==> config.mk <==
export PLATFORM = sky130hd
export DESIGN_NAME = dsd_member_map
export DESIGN_NICKNAME = d
export VERILOG_FILES = /design/src/rtl/core/dsd_pkg.sv /design/src/rtl/core/dsd_member_map.sv
export SDC_FILE = /design/constraint.sdc
export NUM_CORES = 1
export LEC_CHECK = 0
export BUFFER_PORTS_ARGS = -buffer_cell sky130_fd_sc_hd__buf_2
export CAP_MARGIN = 20
export CORE_UTILIZATION = 55
export CTS_CLUSTER_SIZE = 24
export DETAILED_ROUTE_END_ITERATION = 10
export PLACE_DENSITY = 0.77
export SLEW_MARGIN = 20
export SYNTH_ARGS = -nofsm -noshare
export SYNTH_HDL_FRONTEND = slang
export SYNTH_SLANG_ARGS = --single-unit
==> constraint.sdc <==
create_clock -name clk -period 18.5 [get_ports clk]
set_input_delay 0 -clock clk [delete_from_list [all_inputs] [get_ports clk]]
set_output_delay 0 -clock clk [all_outputs]
set_load 0.02 [all_outputs]
==> src/rtl/core/dsd_pkg.sv <==
`timescale 1ns / 1ps
`default_nettype none
// ----------------------------------------------------------------------------
// dsd_pkg
// Shared types and constants for the slot deque.
// ----------------------------------------------------------------------------
package dsd_pkg;

  localparam int SLOT_W = 10;
  localparam int SLOTS  = 1 << SLOT_W;
  localparam int OCC_W  = 11;

  typedef logic [SLOT_W-1:0] slot_t;

  typedef enum logic [1:0] {
    ACT_PUSH_BACK  = 2'd0,
    ACT_PUSH_FRONT = 2'd1,
    ACT_POP_FRONT  = 2'd2,
    ACT_CLEAR      = 2'd3
  } action_t;

  typedef enum logic [1:0] {
    ST_DONE   = 2'd0,
    ST_QUEUED = 2'd1,
    ST_FULL   = 2'd2,
    ST_EMPTY  = 2'd3
  } status_t;

  typedef struct packed {
    logic  rd_en;
    slot_t rd_slot;
    logic  wr_en;
    slot_t wr_slot;
    logic  wr_bit;
    logic  clear;
  } member_cmd_t;

endpackage : dsd_pkg
`default_nettype wire

==> src/rtl/core/dsd_member_map.sv <==
`timescale 1ns / 1ps
`default_nettype none
// ----------------------------------------------------------------------------
// dsd_member_map
// Membership bitmap, one bit per slot number, with a clearing sweep after
// reset and on request.
// ----------------------------------------------------------------------------
module dsd_member_map
  import dsd_pkg::*;
(
  input  wire logic        clk,
  input  wire logic        rst_n,
  input  wire member_cmd_t cmd,
  output logic             rd_bit,
  output logic             busy
);

  logic  mem [SLOTS];
  logic  rd_bit_r;
  logic  sweep_r, sweep_nxt;
  slot_t sweep_cnt_r, sweep_cnt_nxt;

  always_comb begin
    sweep_nxt     = sweep_r;
    sweep_cnt_nxt = sweep_cnt_r;
    if (sweep_r) begin
      sweep_cnt_nxt = sweep_cnt_r + 1'b1;
      if (sweep_cnt_r == slot_t'(SLOTS - 1)) begin
        sweep_nxt = 1'b0;
      end
    end else if (cmd.clear) begin
      sweep_nxt     = 1'b1;
      sweep_cnt_nxt = '0;
    end
  end

  always_ff @(posedge clk) begin
    if (!rst_n) begin
      sweep_r     <= 1'b1;
      sweep_cnt_r <= '0;
    end else begin
      sweep_r     <= sweep_nxt;
      sweep_cnt_r <= sweep_cnt_nxt;
    end
  end

  always_ff @(posedge clk) begin
    if (sweep_r) begin
      mem[sweep_cnt_r] <= 1'b0;
    end else if (cmd.wr_en) begin
      mem[cmd.wr_slot] <= cmd.wr_bit;
    end
  end

  always_ff @(posedge clk) begin
    if (cmd.rd_en) begin
      rd_bit_r <= mem[cmd.rd_slot];
    end
  end

  assign rd_bit = rd_bit_r;
  assign busy   = sweep_r;

endmodule : dsd_member_map
`default_nettype wire

==> impl_metrics.csv <==
group,metric,value,unit
placed_design,place_congestion,0.839,
routing,drt-total-wl,119000,um
timing,relSlewSlack,0.214,
global_routing,met2_usage,0.467,
routing,dr.pass1.iters,5,
layout,final_util,0.610,
global_routing,grtUsageMet3,0.0698,
global_routing,grt_use_total,0.290,
timing,rsz0062_at_grt,"false",
floorplanning,dieHeight,289,um
routing,vias_per_cell,6.59,
worst_setup_path,cp_cell_sequence,"nor2b_1, buf_4, and2_4, buf_12, buf_6, buf_6",
global_routing,grt_pass1_wl,174000,um
layout,nNetsFinal,3086,
cts,clk_pin_slew_worst_paths,0.06,ns
timing,fin_crit_sh,0.246,
cts,clkSinkCount,1036,
worst_setup_path,critPathMaxStageDelay,0.82,ns
worst_setup_path,startpoint_type,"register",
timing,hold_viol,0,
synth,async_flop_share,0,
synth,ys_warn_count,0,
timing,finalSetupTns,0,ns
cts,cts-root-buf,"clkbuf_16",
outcome,status,"finished, final reports clean",
cts,htreeDepth,3,
global_routing,grt-busiest-layer,"met2",
layout,drive_gt1_frac,0.167,
timing,hold_ws,0.0370,ns
routing,vias,27700,
global_routing,grt_start_max_net_pins,229,
timing,fmax,220,MHz
placed_design,io_buffers,27,
global_routing,met1_usage,0.379,
worst_setup_path,path_max_fanout,228,
power_and_ir_drop,peakVddDrop,92.1,uV
worst_setup_path,worstSetupEndpointType,"register",
timing,layout_min_cycle_time,4.55,ns
worst_setup_path,critical-path-slowest-cell,"buf_6",
cts,post_cts_buffers,0,
worst_hold_path,min_path_type,"input pin to register",
synth,syn_inst,3150,
layout,fillers,5709,
synth,ys_types,65,
timing,slew_viol_final,0,
routing,drtIter0Drc,3926,
layout,layout_commonest_cell,"nor2_1",
timing,max_slew.worst_pin.slew,1.18,ns
global_routing,overflow,0,
synth,synth_edf_count,1025,
placed_design,dp_cells,4004,
floorplanning,die_x,289,um
timing,finalSetupViolations,0,
floorplanning,fp.coreArea,80900,sq um
synth,ys_dominant_reg_cell,"edfxtp_1",
floorplanning,initial_core_util,0.559,
floorplanning,ios,28,
layout,mostFrequentLayoutCells,"nor2_1, edfxtp_1, mux4_2",
synth,ys_ff_latch,1036,
cts,cts-buffers-inserted,102,
synth,ys_seq_area_frac,0.685,
worst_setup_path,cpMostUsedCell,"buf_6",
routing,wire_per_inst,28.3,um
synth,synth_area,45300,sq um
global_routing,grt_pass1_vias,27400,
floorplanning,die_area,83500,sq um
synth,synth_nets,3177,
routing,ant_nets,0,
floorplanning,num_rows,104,
job,max_cap_violations,0,
timing,fin_skew,0.0343,ns
layout,layoutNonFillerInstCount,4204,
cts,clk_latency,0.69,ns
power_and_ir_drop,power.leakage,15.1,nW
synth,synth_area_per_cell,14.4,sq um
worst_setup_path,worstPathArrival,4.91,ns
routing,drc,0,
cts,cts_tree,"built",
power_and_ir_drop,power_density,97.2,nW/um^2
cts,cts_buffer_depth,3,
worst_setup_path,crit_type,"register to register",
layout,syn_to_final_growth,9.11,%
worst_setup_path,cp.required,18.86,ns
global_routing,antenna_found_initial,1,
placed_design,hpwl,62900,um
-- cells by family (layout without fill, tap and decap cells) --
kind of cell | after synthesis | in the layout | synth area share
multiplexers | 323 | 323 | 0.140
buffers and inverters | 300 | 293 | 0.0318
XOR/XNOR | 4 | 4 | 0.000774
adder cells (fa/ha/maj) | 1 | 1 | 0.000276
AND/OR/NAND/NOR | 1314 | 1314 | 0.115
flip-flops | 1036 | 1036 | 0.685
other | 0 | 1 | 0
AO/OA/AOI/OAI | 172 | 172 | 0.0268
-- through the flow --
stage               area (sq um)  total power [mW]  setup slack (ns)
finish                     49400              4.80             13.95
global route               49400              4.90             13.69
CTS                        49300              4.81             13.52
detailed placement         45900              2.79             13.52
global placement           45900              2.79             13.85
floorplan                  45300              2.73              1.58
-- report_power, final --
group	internal [mW]	leakage (nW)	switching [mW]
Combinational	0.0773	3.78	0.128
Clock	1.17	1.61	0.879
Sequential	2.54	9.76	0.00127
-- routing by layer --
| metal | up-vias | share of wire |
|---|---|---|
| met5 | - | 0.00011 |
| met4 | 2 | 0.050 |
| met3 | 368 | 0.14 |
| met2 | 1952 | 0.47 |
| met1 | 14000 | 0.34 |
| li1 | 11400 | - |
-- Yosys cell counts, types with 3 or more instances --
library cell / instances / area (sq um)
nand3b_1: 6 / 45.0
o22ai_1: 13 / 81.3
nand2b_1: 16 / 100
a2111oi_0: 6 / 52.6
nor4_1: 3 / 18.8
nor2b_1: 11 / 68.8
o2111ai_1: 4 / 35.0
a31oi_1: 9 / 56.3
a21oi_1: 38 / 190
or2_2: 6 / 37.5
o221ai_1: 22 / 193
mux4_2: 240 / 5410
and2_1: 11 / 68.8
or3_1: 8 / 50.1
a221oi_1: 8 / 70.1
a22oi_1: 11 / 82.6
mux4_1: 7 / 184
nor3b_1: 6 / 45.0
buf_1: 20 / 75.1
and3_1: 3 / 18.8
buf_6: 17 / 191
buf_4: 17 / 128
clkbuf_1: 207 / 777
edfxtp_1: 1025 / 30800
a22o_1: 7 / 61.3
buf_12: 5 / 100
inv_1: 6 / 22.5
nand2_1: 135 / 507
o31ai_1: 4 / 30.0
o21ai_1: 5 / 25.0
o21ai_0: 16 / 80.1
nor2_1: 1054 / 3960
o211ai_1: 6 / 45.0
mux2i_1: 74 / 741
nand4_1: 6 / 37.5
dfxtp_1: 11 / 220
a211oi_1: 4 / 30.0
nor3_1: 14 / 70.1
buf_2: 23 / 115
nand3_1: 30 / 150
-- sequential cells by signal, indices dropped and copies added, names as in the netlist --
signal       count
busy             1
rd_bit           1
sweep_cnt_r     10
mem           1024
-- repair_timing --
| item | 4_1_cts | 5_1_grt |
|---|---|---|
| hold buffers | 8 | 0 |
| endpoints found under the hold margin | 16 | 0 |
| resized for setup | 0 | 0 |
-- layout make-up --
cell class                      instances  area, sq um  area share
Antenna cell                            1         2.50   0.0000507
Clock buffer                          130         2700      0.0547
Sequential cell                      1036        31000       0.628
Multi-Input combinational cell       1814        13000       0.262
Inverter                               10         37.5    0.000760
Tap cell                             1060         1330      0.0269
Timing Repair Buffer                   95          773      0.0157
Clock inverter                         58          596      0.0121
-- worst max-delay path: cells and delay by family, from the launching register on --
kind	cells	cell delay (ns)
buffers and inverters	4	2.41
flip-flops	1	0.47
AND/OR/NAND/NOR	2	0.97
-- final timing paths --
path / from / endpoint / slack, ns / cells after the start
worst max-delay path: busy / mem[664] / 13.95 / 6
worst min-delay path: cmd[6] / mem[787] / 0.04 / 5
worst max register to register: busy / mem[664] / 13.95 / 6
worst min register to register: sweep_cnt_r[8] / sweep_cnt_r[8] / 0.58 / 2
(Power assumes the default switching activity.)
